### src/rtl/core/ambient_light_backlight_controller_assert.svh
// assertion macros for the ambient light backlight controller
`ifndef AMBIENT_LIGHT_BACKLIGHT_CONTROLLER_ASSERT_SVH
`define AMBIENT_LIGHT_BACKLIGHT_CONTROLLER_ASSERT_SVH
`ifndef SYNTHESIS
// condition holds at every edge out of reset
`define ALBC_ASSERT_HOLDS(label, cond) \
	label: assert property (@(posedge clk) disable iff (!arst_n) (cond)) \
		else $error("albc: invariant violated");
// consequent holds in the cycle after the antecedent
`define ALBC_ASSERT_NEXT(label, ante, cons) \
	label: assert property (@(posedge clk) disable iff (!arst_n) (ante) |=> (cons)) \
		else $error("albc: sequence check failed");
`else
`define ALBC_ASSERT_HOLDS(label, cond)
`define ALBC_ASSERT_NEXT(label, ante, cons)
`endif
`endif

### src/rtl/core/albc_pkg.sv
// shared types and constants of the ambient light backlight controller
package albc_pkg;

	localparam int LIGHT_BITS = 12;
	localparam int LEVEL_BITS = 8;
	localparam int LUX_BITS   = 12;
	localparam int DSOR_BITS  = 2 * LUX_BITS;

	localparam logic [3:0] FILTER_NORM = 4'd10;

	localparam logic [1:0] KIND_SET  = 2'd0;
	localparam logic [1:0] KIND_STEP = 2'd1;
	localparam logic [1:0] KIND_FADE = 2'd2;
	localparam logic [1:0] KIND_JUMP = 2'd3;

	localparam logic [2:0] REG_MIN_LEVEL  = 3'd0;
	localparam logic [2:0] REG_MAX_LEVEL  = 3'd1;
	localparam logic [2:0] REG_JUMP_THR   = 3'd2;
	localparam logic [2:0] REG_FULL_LUX   = 3'd3;
	localparam logic [2:0] REG_CUTOFF     = 3'd4;
	localparam logic [2:0] REG_FADE_EN    = 3'd5;
	localparam logic [2:0] REG_LINEAR     = 3'd6;
	localparam logic [2:0] REG_FILT_W     = 3'd7;

	localparam logic [7:0]  RST_MIN_LEVEL = 8'd15;
	localparam logic [7:0]  RST_MAX_LEVEL = 8'd255;
	localparam logic [6:0]  RST_JUMP_THR  = 7'd30;
	localparam logic [11:0] RST_FULL_LUX  = 12'd2900;
	localparam logic [3:0]  RST_FILT_W    = 4'd8;
	localparam logic [7:0]  RST_LEVEL     = 8'd120;

	typedef struct packed {
		logic [LIGHT_BITS-1:0] light_sample;
	} albc_in_t;

	typedef struct packed {
		logic [LEVEL_BITS-1:0] new_level;
		logic [1:0]            update_kind;
	} albc_out_t;

endpackage

### src/rtl/core/albc_stream_if.sv
// valid/ready stream channel carrying one request payload
interface albc_stream_if #(
	parameter type T = logic
) ();
	logic valid;
	logic ready;
	T     data;

	modport source (output valid, output data, input ready);
	modport sink (input valid, input data, output ready);
endinterface

### src/rtl/core/ambient_light_backlight_controller.sv
// Ambient light backlight controller. Samples arrive on sensor; every SAMPLES_PER_UPDATE
// requests the sum is averaged; unless the average exceeds a nonzero cutoff, which sets
// the target to max_level, it is mapped (linear or quadratic against full_scale_lux) and
// low-pass filtered with the previous target. The target is clamped, and one brightness
// update leaves on backlight. A sample that does not complete a group is added to the sum
// while the block stays ready; the sample that completes a group occupies the block until
// its update is loaded into the output register, including any wait for that register to
// empty. The work runs through one bit-serial restoring divider (for the average, the map
// and the filter) and one shift-add multiplier that retires one multiplier bit per cycle.
// A finished update sits in the output register while the next samples are accepted.
// Configuration writes take effect at once and belong in idle time.
`include "ambient_light_backlight_controller_assert.svh"

module ambient_light_backlight_controller
	import albc_pkg::*;
#(
	parameter int SAMPLES_PER_UPDATE = 5,
	parameter int SAMPLE_BITS        = 12
) (
	input  logic        clk,
	input  logic        arst_n,
	input  logic        cfg_wr_en,
	input  logic [2:0]  cfg_index,
	input  logic [11:0] cfg_data,
	albc_stream_if.sink   sensor,
	albc_stream_if.source backlight
);

	localparam int USE_W = (SAMPLE_BITS < LIGHT_BITS) ? SAMPLE_BITS : LIGHT_BITS;
	localparam int CNT_W = $clog2(SAMPLES_PER_UPDATE + 1);
	localparam int SUM_W = SAMPLE_BITS + CNT_W;
	localparam int AVG_W = SAMPLE_BITS;
	localparam int PW    = (2 * SAMPLE_BITS + 13 > 37) ? 2 * SAMPLE_BITS + 13 : 37;
	localparam int MLW   = (SAMPLE_BITS > LUX_BITS) ? SAMPLE_BITS : LUX_BITS;
	localparam int RW    = DSOR_BITS + 1;
	localparam int BC_W  = $clog2(PW + 1);

	typedef enum logic [3:0] {
		ST_IDLE,
		ST_AVG_DIV,
		ST_LUX_MUL,
		ST_SQR_MUL,
		ST_SCALE_MUL,
		ST_MAP_DIV,
		ST_NEW_MUL,
		ST_OLD_MUL,
		ST_FILT_DIV,
		ST_OUT
	} state_t;

	// configuration
	logic [7:0]  min_level_q;
	logic [7:0]  max_level_q;
	logic [6:0]  jump_thr_q;
	logic [11:0] full_lux_q;
	logic [11:0] cutoff_q;
	logic        fade_en_q;
	logic        linear_q;
	logic [3:0]  filt_w_q;

	// control
	state_t            state_q;
	logic [CNT_W-1:0]  count_q;
	logic [SUM_W-1:0]  sum_q;
	logic [7:0]        level_q;
	logic [31:0]       last_target_q;
	logic [1:0]        kind_q;
	logic              out_valid_q;
	logic [BC_W-1:0]   bit_cnt_q;

	// datapath
	logic [PW-1:0]        acc_q;
	logic [PW-1:0]        mcand_q;
	logic [MLW-1:0]       mplier_q;
	logic [PW-1:0]        quo_q;
	logic [RW-1:0]        rem_q;
	logic [DSOR_BITS-1:0] dsor_q;
	logic [AVG_W-1:0]     avg_q;
	logic [31:0]          target_q;

	logic [SUM_W-1:0]     next_sum;
	logic [11:0]          lux_eff;
	logic [3:0]           w_eff;
	logic [3:0]           w_old;
	logic [AVG_W-1:0]     avg_now;
	logic                 cutoff_hit;
	logic                 mul_done;
	logic                 div_done;
	logic [PW-1:0]        acc_add;
	logic [RW-1:0]        trial;
	logic                 trial_ge;
	logic [31:0]          filt_sat;
	logic [31:0]          t_low;
	logic [7:0]           t_clamp;
	logic [7:0]           diff;
	logic [7:0]           level_next;
	logic [1:0]           kind_next;
	logic                 out_free;
	logic                 group_done;

	assign next_sum   = sum_q + SUM_W'(sensor.data.light_sample[USE_W-1:0]);
	assign group_done = (count_q == CNT_W'(SAMPLES_PER_UPDATE - 1));
	assign lux_eff    = (full_lux_q == '0) ? 12'd1 : full_lux_q;
	assign w_eff      = (filt_w_q > FILTER_NORM) ? FILTER_NORM : filt_w_q;
	assign w_old      = FILTER_NORM - w_eff;
	assign avg_now    = quo_q[AVG_W-1:0];
	assign cutoff_hit = (cutoff_q != '0) && (MLW'(avg_now) > MLW'(cutoff_q));
	assign mul_done   = (mplier_q == '0);
	assign div_done   = (bit_cnt_q == '0);
	assign acc_add    = acc_q + (mplier_q[0] ? mcand_q : '0);
	assign trial      = {rem_q[RW-2:0], quo_q[PW-1]};
	assign trial_ge   = (trial >= RW'(dsor_q));
	assign filt_sat   = (|quo_q[PW-1:32]) ? '1 : quo_q[31:0];
	assign out_free   = !out_valid_q || backlight.ready;

	// clamp: min first, then max
	always_comb begin
		t_low   = (target_q < 32'(min_level_q)) ? 32'(min_level_q) : target_q;
		t_clamp = (t_low > 32'(max_level_q)) ? max_level_q : t_low[7:0];
		diff    = (level_q > t_clamp) ? level_q - t_clamp : t_clamp - level_q;
		if ((diff > 8'd1) && (diff <= 8'(jump_thr_q))) begin
			level_next = (level_q < t_clamp) ? level_q + 8'd1 : level_q - 8'd1;
			kind_next  = KIND_STEP;
		end else if (diff > 8'(jump_thr_q)) begin
			level_next = t_clamp;
			kind_next  = fade_en_q ? KIND_FADE : KIND_JUMP;
		end else begin
			level_next = t_clamp;
			kind_next  = KIND_SET;
		end
	end

	assign sensor.ready                = (state_q == ST_IDLE);
	assign backlight.valid             = out_valid_q;
	assign backlight.data.new_level    = level_q;
	assign backlight.data.update_kind  = kind_q;

	always_ff @(posedge clk or negedge arst_n) begin
		if (!arst_n) begin
			min_level_q <= RST_MIN_LEVEL;
			max_level_q <= RST_MAX_LEVEL;
			jump_thr_q  <= RST_JUMP_THR;
			full_lux_q  <= RST_FULL_LUX;
			cutoff_q    <= '0;
			fade_en_q   <= 1'b1;
			linear_q    <= 1'b1;
			filt_w_q    <= RST_FILT_W;
		end else if (cfg_wr_en) begin
			case (cfg_index)
				REG_MIN_LEVEL: min_level_q <= cfg_data[7:0];
				REG_MAX_LEVEL: max_level_q <= cfg_data[7:0];
				REG_JUMP_THR:  jump_thr_q  <= cfg_data[6:0];
				REG_FULL_LUX:  full_lux_q  <= cfg_data;
				REG_CUTOFF:    cutoff_q    <= cfg_data;
				REG_FADE_EN:   fade_en_q   <= cfg_data[0];
				REG_LINEAR:    linear_q    <= cfg_data[0];
				REG_FILT_W:    filt_w_q    <= cfg_data[3:0];
				default: begin
				end
			endcase
		end
	end

	always_ff @(posedge clk or negedge arst_n) begin
		if (!arst_n) begin
			state_q       <= ST_IDLE;
			count_q       <= '0;
			sum_q         <= '0;
			level_q       <= RST_LEVEL;
			last_target_q <= '0;
			kind_q        <= KIND_SET;
			out_valid_q   <= 1'b0;
			bit_cnt_q     <= '0;
		end else begin
			// a new update loaded in ST_OUT keeps the output valid
			if (out_valid_q && backlight.ready && (state_q != ST_OUT)) begin
				out_valid_q <= 1'b0;
			end
			case (state_q)
				ST_IDLE: begin
					if (sensor.valid) begin
						if (group_done) begin
							count_q   <= '0;
							sum_q     <= '0;
							bit_cnt_q <= BC_W'(PW);
							state_q   <= ST_AVG_DIV;
						end else begin
							count_q <= count_q + CNT_W'(1);
							sum_q   <= next_sum;
						end
					end
				end
				ST_AVG_DIV: begin
					if (!div_done) begin
						bit_cnt_q <= bit_cnt_q - BC_W'(1);
					end else if (cutoff_hit) begin
						last_target_q <= 32'(max_level_q);
						state_q       <= ST_OUT;
					end else begin
						state_q <= linear_q ? ST_SCALE_MUL : ST_LUX_MUL;
					end
				end
				ST_LUX_MUL: begin
					if (mul_done) state_q <= ST_SQR_MUL;
				end
				ST_SQR_MUL: begin
					if (mul_done) state_q <= ST_SCALE_MUL;
				end
				ST_SCALE_MUL: begin
					if (mul_done) begin
						bit_cnt_q <= BC_W'(PW);
						state_q   <= ST_MAP_DIV;
					end
				end
				ST_MAP_DIV: begin
					if (!div_done) begin
						bit_cnt_q <= bit_cnt_q - BC_W'(1);
					end else begin
						state_q <= ST_NEW_MUL;
					end
				end
				ST_NEW_MUL: begin
					if (mul_done) state_q <= ST_OLD_MUL;
				end
				ST_OLD_MUL: begin
					if (mul_done) begin
						bit_cnt_q <= BC_W'(PW);
						state_q   <= ST_FILT_DIV;
					end
				end
				ST_FILT_DIV: begin
					if (!div_done) begin
						bit_cnt_q <= bit_cnt_q - BC_W'(1);
					end else begin
						last_target_q <= filt_sat;
						state_q       <= ST_OUT;
					end
				end
				ST_OUT: begin
					if (out_free) begin
						level_q     <= level_next;
						kind_q      <= kind_next;
						out_valid_q <= 1'b1;
						state_q     <= ST_IDLE;
					end
				end
				default: state_q <= ST_IDLE;
			endcase
		end
	end

	// shift-add multiplier and restoring divider, one bit per cycle
	always_ff @(posedge clk) begin
		case (state_q)
			ST_IDLE: begin
				quo_q  <= PW'(next_sum);
				rem_q  <= '0;
				dsor_q <= DSOR_BITS'(SAMPLES_PER_UPDATE);
			end
			ST_AVG_DIV, ST_MAP_DIV, ST_FILT_DIV: begin
				if (!div_done) begin
					quo_q <= {quo_q[PW-2:0], trial_ge};
					rem_q <= trial_ge ? trial - RW'(dsor_q) : trial;
				end else if (state_q == ST_AVG_DIV) begin
					avg_q    <= avg_now;
					target_q <= 32'(max_level_q);
					acc_q    <= '0;
					if (linear_q) begin
						mcand_q  <= PW'(avg_now);
						mplier_q <= MLW'(max_level_q);
						dsor_q   <= DSOR_BITS'(lux_eff);
					end else begin
						mcand_q  <= PW'(lux_eff);
						mplier_q <= MLW'(lux_eff);
					end
				end else if (state_q == ST_MAP_DIV) begin
					acc_q    <= '0;
					mcand_q  <= quo_q;
					mplier_q <= MLW'(w_eff);
				end else begin
					target_q <= filt_sat;
				end
			end
			ST_LUX_MUL, ST_SQR_MUL, ST_SCALE_MUL, ST_NEW_MUL, ST_OLD_MUL: begin
				if (!mul_done) begin
					acc_q    <= acc_add;
					mcand_q  <= mcand_q << 1;
					mplier_q <= mplier_q >> 1;
				end else if (state_q == ST_LUX_MUL) begin
					dsor_q   <= acc_q[DSOR_BITS-1:0];
					acc_q    <= '0;
					mcand_q  <= PW'(avg_q);
					mplier_q <= MLW'(avg_q);
				end else if (state_q == ST_SQR_MUL) begin
					acc_q    <= '0;
					mcand_q  <= acc_q;
					mplier_q <= MLW'(max_level_q);
				end else if (state_q == ST_NEW_MUL) begin
					// old target term adds onto the new-value product
					mcand_q  <= PW'(last_target_q);
					mplier_q <= MLW'(w_old);
				end else begin
					quo_q  <= acc_q;
					rem_q  <= '0;
					if (state_q == ST_OLD_MUL) begin
						dsor_q <= DSOR_BITS'(FILTER_NORM);
					end
				end
			end
			default: begin
			end
		endcase
	end

	`ALBC_ASSERT_HOLDS(a_count_below_group, count_q < CNT_W'(SAMPLES_PER_UPDATE))
	`ALBC_ASSERT_NEXT(a_update_presented, (state_q == ST_OUT) && out_free,
		backlight.valid && (state_q == ST_IDLE))
	`ALBC_ASSERT_NEXT(a_step_moves_one, (state_q == ST_OUT) && out_free && (kind_next == KIND_STEP),
		(level_q == $past(level_q) + 8'd1) || (level_q == $past(level_q) - 8'd1))

endmodule

### src/flat_wrapper.sv
// flat-port wrapper written by rule: the top's interface ports become plain ports
module ambient_light_backlight_controller_flat import albc_pkg::*;
#(
	parameter int SAMPLES_PER_UPDATE = 5,
	parameter int SAMPLE_BITS        = 12
)
  (clk, arst_n, cfg_wr_en, cfg_index, cfg_data, sensor_valid, sensor_data, sensor_ready, backlight_valid, backlight_data, backlight_ready);
  albc_stream_if #(.T(albc_in_t)) sensor_i ();
  albc_stream_if #(.T(albc_out_t)) backlight_i ();
  input  logic clk;
  input  logic arst_n;
  input  logic cfg_wr_en;
  input  logic [2:0] cfg_index;
  input  logic [11:0] cfg_data;
  input wire logic [$bits(sensor_i.valid)-1:0] sensor_valid;
  input wire logic [$bits(sensor_i.data)-1:0] sensor_data;
  output wire logic [$bits(sensor_i.ready)-1:0] sensor_ready;
  output wire logic [$bits(backlight_i.valid)-1:0] backlight_valid;
  output wire logic [$bits(backlight_i.data)-1:0] backlight_data;
  input wire logic [$bits(backlight_i.ready)-1:0] backlight_ready;
  assign sensor_i.valid = sensor_valid;
  assign sensor_i.data = sensor_data;
  assign sensor_ready = sensor_i.ready;
  assign backlight_valid = backlight_i.valid;
  assign backlight_data = backlight_i.data;
  assign backlight_i.ready = backlight_ready;
  ambient_light_backlight_controller #(.SAMPLES_PER_UPDATE(SAMPLES_PER_UPDATE), .SAMPLE_BITS(SAMPLE_BITS)) u_core (.clk(clk), .arst_n(arst_n), .cfg_wr_en(cfg_wr_en), .cfg_index(cfg_index), .cfg_data(cfg_data), .sensor(sensor_i), .backlight(backlight_i));
endmodule
### config.mk
export PLATFORM = sky130hd
export DESIGN_NAME = ambient_light_backlight_controller_flat
export DESIGN_NICKNAME = d
export VERILOG_FILES = /design/src/rtl/core/albc_pkg.sv /design/src/rtl/core/albc_stream_if.sv /design/src/rtl/core/ambient_light_backlight_controller.sv /design/src/flat_wrapper.sv
export VERILOG_INCLUDE_DIRS = /design/src /design/src/rtl/core
export SDC_FILE = /design/constraint.sdc
export NUM_CORES = 1
export LEC_CHECK = 0
export ABC_CLOCK_PERIOD_IN_PS = 13900
export BUFFER_PORTS_ARGS = -buffer_cell sky130_fd_sc_hd__buf_2
export CORE_MARGIN = 2
export CORE_UTILIZATION = 49
export CTS_BUF_LIST = sky130_fd_sc_hd__clkbuf_4
export CTS_CLUSTER_DIAMETER = 40
export CTS_CLUSTER_SIZE = 16
export DETAILED_ROUTE_END_ITERATION = 8
export PLACE_DENSITY = 0.75
export SYNTH_ARGS = -nofsm -noshare
export SYNTH_HDL_FRONTEND = slang
export SYNTH_SLANG_ARGS = --single-unit
### constraint.sdc
create_clock -name clk -period 13.9 [get_ports clk]
set_clock_uncertainty 0.15 [all_clocks]
set_input_delay 1.39 -clock clk [delete_from_list [all_inputs] [get_ports clk]]
set_output_delay 1.39 -clock clk [all_outputs]
set_load 0.03 [all_outputs]
; ---- Yosys cells after proc, flatten, opt, wreduce, memory -nomap -nowiden
; Cells that the tools add are included.
[totals]
inputBits = 32
register_bits = 339
wordCells = 219
output_inout_bits = 12
[classes]
magnitude_cmp = 10
n_eq_ne = 46
mux = 89
add_sub_neg = 10
n_reduce_logical = 39
[op_table]
columns = operator, n
row1 = $mux 37, 19
row2 = $mux 24, 14
row3 = $mux 32, 6
row4 = $pmux 37 s2, 2
row5 = $pmux 24 s3, 2
row6 = $mux 12, 10
row7 = $pmux 37 s3, 1
row8 = $pmux 32 s2, 1
row9 = $mux 4, 13
row10 = $mux 8, 5
row11 = $pmux 4 s10, 1
row12 = $add 37x37->37, 1
row13 = $ne 2x1->1 const B, 17
row14 = $gt 32x8->1, 1
row15 = $lt 32x8->1, 1
row16 = $ge 25x24->1, 1
row17 = $logic_not 12->1, 2
row18 = $mux 6, 4
row19 = $pmux 12 s2, 1
row20 = $sub 24x24->24, 1
row21 = $reduce_and 2->1, 10
row22 = $pmux 6 s3, 1
row23 = $eq 4x3->1 const B, 4
row24 = $sub 8x8->8, 2
row25 = other kinds (46), 74

; ---- Longest topological paths before layout
[logic_depth]
ltp_word = 9
ltp_mapped = 40
mapped_depth_nobuf = 36

; ---- Worst setup path after synthesis
; OpenSTA, ideal clock, no wires.
[synth_path]
path_kind = reg-to-reg
start = register u_core.min_level_q[1]
end = register u_core.level_q[6]
t_required_ns = 13.690
setup_slack_ns = 6.317
path_stages_with_launch = 36
t_arrival_ns = 7.372
path_buffers = 5
setup_time_ns = 0.060
synth_period_minus_slack_ns = 7.583
path_cell_list = dfstp_2 > inv_1 > ha_1 > a2111oi_2 > o31ai_1 > or2_1 > buf_6 > clkbuf_1 > nand2_1 > o21ai_0 > ha_1 > nand4_1 > nor3_1 > nor2_1 > a211oi_2 > buf_4 > clkbuf_1 > nand2_1 > o21ai_0 > ha_1 > clkbuf_1 > nand4_1 > nor2_1 > o41ai_1 > nor2_4 > mux2i_1 > xnor2_1 > ha_1 > a21o_1 > a21oi_1 > o31ai_1 > o21ai_0 > o2111a_1 > nor2_1 > nor2_1 > o221a_2
[synth_via]
elab_chain_len = 9
word_cells_on_any_way = 14
cone_classes = 2 x add/sub / 6 x order compare / 5 x mux / 1 x reduce/logical
[synth_lines]
columns = item, line
row1 = from (decl), ambient_light_backlight_controller.sv:52  ; logic [7:0] min_level_q;
row2 = from (signal assigned), ambient_light_backlight_controller.sv:150  ; REG_MIN_LEVEL: min_level_q <= cfg_data[7:0];
row3 = $lt 32x8->1, ambient_light_backlight_controller.sv:118  ; t_low = (target_q < 32'(min_level_q)) ? 32'(min_level_q) : target_q;
row4 = $mux 32 (*), ambient_light_backlight_controller.sv:118
row5 = $gt 32x8->1, ambient_light_backlight_controller.sv:119  ; t_clamp = (t_low > 32'(max_level_q)) ? max_level_q : t_low[7:0];
row6 = $mux 8 (*), ambient_light_backlight_controller.sv:119
row7 = $sub 8x8->8 or $gt 8x8->1 (tied branches), ambient_light_backlight_controller.sv:120  ; diff = (level_q > t_clamp) ? level_q - t_clamp : t_clamp - level_q;
row8 = $mux 8, ambient_light_backlight_controller.sv:120
row9 = $gt 8x1->1 or $le 8x7->1 (tied branches), ambient_light_backlight_controller.sv:121  ; if ((diff > 8'd1) && (diff <= 8'(jump_thr_q))) begin
row10 = $logic_and 1x1->1, ambient_light_backlight_controller.sv:121
row11 = $mux 8 (*), ambient_light_backlight_controller.sv:121
row12 = to (signal assigned), ambient_light_backlight_controller.sv:241  ; level_q <= level_next;
row13 = to (decl), ambient_light_backlight_controller.sv:65  ; logic [7:0] level_q;
; Mark *: on every way between the ends. The rest lies on a longest branch, timed or not.
; A chain may end at the register's enable or synchronous reset.

; ---- Worst setup path in the final report
; Ends and elaborated chain as after synthesis.

==> flow_metrics.tcl <==
set metrics [dict create \
    cts_max_level 2 \
    cp-end-kind "flip-flop" \
    postLayoutCellArea_um2 22000 \
    synthMuxAreaShare 0.0401 \
    finalMaxSlewViolations 0 \
    die_w_um 208 \
    synth_area_um2 20400 \
    antenna_found_initial 1 \
    synth_cell_type_count 81 \
    syn2layout_area_growth_pct 7.58 \
    dp_hpwl_um 37500 \
    nFillCells 3542 \
    fin_crit_ps 8720 \
    routedWlPerCell_um 19.6 \
    synth_warnings 0 \
    drive_gt1_frac 0.110 \
    route.detailed.drc 0 \
    netlist_top_cells_area "edfxtp_1, dfrtp_1, ha_1" \
    finalSetupTns_ps 0 \
    required_ps 14430 \
    rsz0062_at_grt "no" \
    overflow 0 \
    path_clk_slew_ps 130 \
    num_io_pins 44 \
    setup_viol 0 \
    synth_top_cell_by_area "edfxtp_1" \
    tightestPinTransition_ps 1230 \
    nets 2271 \
    vias 16300 \
    yosys.area_share.xor_xnor 0.0274 \
    r2r_slack_ps 5180 \
    grt_pass1_wl_um 83200 \
    coreArea_um2 41000 \
    finalWirelength_um 52300 \
    whs_endpoint "u_core.last_target_q[7]" \
    dpl_cell_area_um2 21200 \
    synth_flop_cell "edfxtp_1" \
    grt_start_max_net_pins 83 \
    p_sw_frac 0.464 \
    cap_violations 0 \
    crit_path_start_kind "flip-flop" \
    synth-adder-area-share 0.0845 \
    avgSynthCellArea_um2 9.83 \
    firstDrtPassIters 5 \
    ys_ff_latch 339 \
    dieArea_um2 43300 \
    irDropWorstVdd_uv 161 \
    hold_path_startpoint "u_core.last_target_q[7]" \
    cts_setup_buffers 0 \
    clock_latency_ps 770 \
    grt_pass1_vias 15655 \
    syn_inst 2078 \
    synth_top_family_by_area "compound AO/OA/AOI/OAI gates" \
    cts_tree "yes" \
    p_per_area_nw_per_um2 276 \
    dieHeight_um 208 \
    fp-row-count 74 \
    slew_headroom 0.179 \
    p_int_uw 3250 \
    status "finished clean" \
    rr_worst_depth 31 \
    cts_hold_buf 0 \
    synth_edf_count 215 \
    tritoncts_num_sinks 339 \
    path_max_fanout 16 \
    critPathArrivalTime_ps 9250 \
    cts_resized 0 \
    start_util 0.498 \
    track_usage 0.238 \
    hp-class "flip-flop to flip-flop" \
    place_congestion 0.894 \
    yosysTopAreaCellShare 0.316 \
    io_buffer_count 43 \
    fin_crit_sh 0.627 \
    power_switching_uw 2820 \
    fin_cells 2672 \
    hold_slack_ps 347 \
    r2r-start "u_core.min_level_q[1]" \
    fin_util 0.536 \
    r2r-end "u_core.level_q[6]" \
    path_class "flip-flop to flip-flop" \
    hold_viol_final 0 \
    synth-simple-area-share 0.154 \
    clk_path_buf_depth 3 \
    async_flop_share 0.366 \
    seqPwrFrac 0.342 \
    yosysSeqAreaShare 0.470 \
    ctsRootBufferMaster "clkbuf_4" \
    synth_compound_area_frac 0.185 \
    syn_nets 2245 \
    dp.cells 2591 \
    worstHoldPathCells 2 \
    clkPwrFrac 0.115 \
    drt_iter0_drc 1561 \
    cp_slowest_cell "o41ai_1" \
    vias_per_cell 6.10 \
    critPathMaxStageDelay_ps 840 \
    postRouteAntennaNets 0 \
    fmax_mhz 115 \
    cts_buffers 43 \
    power.leakage_uw 0.00923 \
    p_comb_frac 0.543 \
]
## registers in the layout, indices dropped and copies added, names as in the netlist, 8 cells and up
register	count
u_core.acc_q	37
u_core.avg_q	12
u_core.cutoff_q	12
u_core.dsor_q	24
u_core.full_lux_q	12
u_core.last_target_q	32
u_core.level_q	8
u_core.max_level_q	8
u_core.mcand_q	37
u_core.min_level_q	8
u_core.mplier_q	12
u_core.quo_q	37
u_core.rem_q	24
u_core.sum_q	15
u_core.target_q	32
## worst max-delay path by stage
stage	start	to	slack, ps	cells past startpoint
6_report	u_core.min_level_q[1]	u_core.level_q[6]	5180	31
5_1_grt	u_core.min_level_q[2]	u_core.level_q[1]	4480	34
4_1_cts	u_core.min_level_q[1]	u_core.level_q[6]	5230	31
3_5_place_dp	u_core.min_level_q[1]	u_core.level_q[6]	5290	31
3_3_place_gp	u_core.min_level_q[1]	u_core.level_q[6]	5590	31
2_1_floorplan	u_core.min_level_q[1]	u_core.level_q[6]	6320	35
## metrics by stage
stage | power [uW] | setup slack (ps)
floorplan | 4440 | 6320
global placement | 5220 | 5590
detailed placement | 5330 | 5290
CTS | 6040 | 5230
global route | 6510 | 4480
finish | 6070 | 5180
## layout by cell type (no fill, tap or decap), types with 27 or more instances in the layout
| master | instances |
|---|---|
| nand2_1 | 219 |
| edfxtp_1 | 215 |
| nor2_1 | 198 |
| o21ai_0 | 196 |
| ha_1 | 130 |
| inv_1 | 124 |
| dfrtp_1 | 95 |
| a21oi_1 | 89 |
| mux2i_1 | 56 |
| and2_1 | 53 |
| clkbuf_4 | 48 |
| buf_2 | 42 |
| a21o_1 | 38 |
| a22o_1 | 38 |
| xnor2_1 | 35 |
| a22oi_1 | 35 |
| a211oi_1 | 33 |
| a31oi_1 | 30 |
| nand2b_1 | 29 |
| xor2_1 | 29 |
| dfstp_2 | 29 |
| buf_4 | 28 |
| nand3_1 | 27 |
## cells by family (layout without fill, tap and decap cells)
family / count (synthesis) / count (layout)
and+or+nand+nor: 674 / 674
muxes: 79 / 79
buffers and inverters: 213 / 274
adders and majority gates: 135 / 135
AOI/OAI and AO/OA: 574 / 574
DFF: 339 / 339
xor gates and xnor gates: 64 / 64
other: 0 / 1
## routing by layer
layer / GRT usage / wire length [um] / up-vias
met5: 0 / 0 / -
met4: 0.0920 / 1870 / 0
met3: 0.0380 / 4060 / 128
met2: 0.378 / 23600 / 671
met1: 0.328 / 22700 / 7862
li1: - / - / 7639
## cells in the mapped netlist (all sizes together), types with 9 or more instances
cell type  count
inv          124
a21o          38
a31oi         31
mux2          23
nor2         204
nand3         27
nand4         19
or2            9
a22oi         35
and3          15
and2          54
nor3          23
mux2i         56
a21oi         90
o31ai          9
a211oi        34
o21bai         9
or3            9
o21ai        200
edfxtp       215
nand2        220
xnor2         35
ha           130
clkbuf        81
a21boi         9
nor2b         26
a22o          38
dfrtp         95
xor2          29
dfstp         29
nor4          20
nand2b        29
## area by class of cell
type / instances / area, um^2 / share of cell area
clock buffers: 48 / 360 / 0.0164
multi-input cells: 1526 / 10100 / 0.459
well taps: 532 / 666 / 0.0303
diodes: 1 / 2.50 / 0.000114
flip-flops and latches: 339 / 9600 / 0.437
inverters: 124 / 465 / 0.0212
repair buffers: 70 / 420 / 0.0191
clock inverters: 32 / 385 / 0.0175
## worst max-delay path, delay by kind of cell (launching register included)
kind,cells,cell delay [ps]
XOR/XNOR,1,440
adder cells (fa/ha/maj),4,1430
buffers and inverters,2,390
flip-flops,1,540
AO/OA/AOI/OAI,12,3380
multiplexers,1,190
AND/OR/NAND/NOR,11,2130
## power groups by stage
stage	Sequential [uW]	Clock, uW	Combinational, uW
3_3_place_gp	2070	0	3150
2_1_floorplan	1970	0	2470
5_1_grt	2110	746	3660
3_5_place_dp	2080	0	3250
6_report	2070	696	3300
4_1_cts	2060	708	3270
Power figures use the tool's default switching activity.
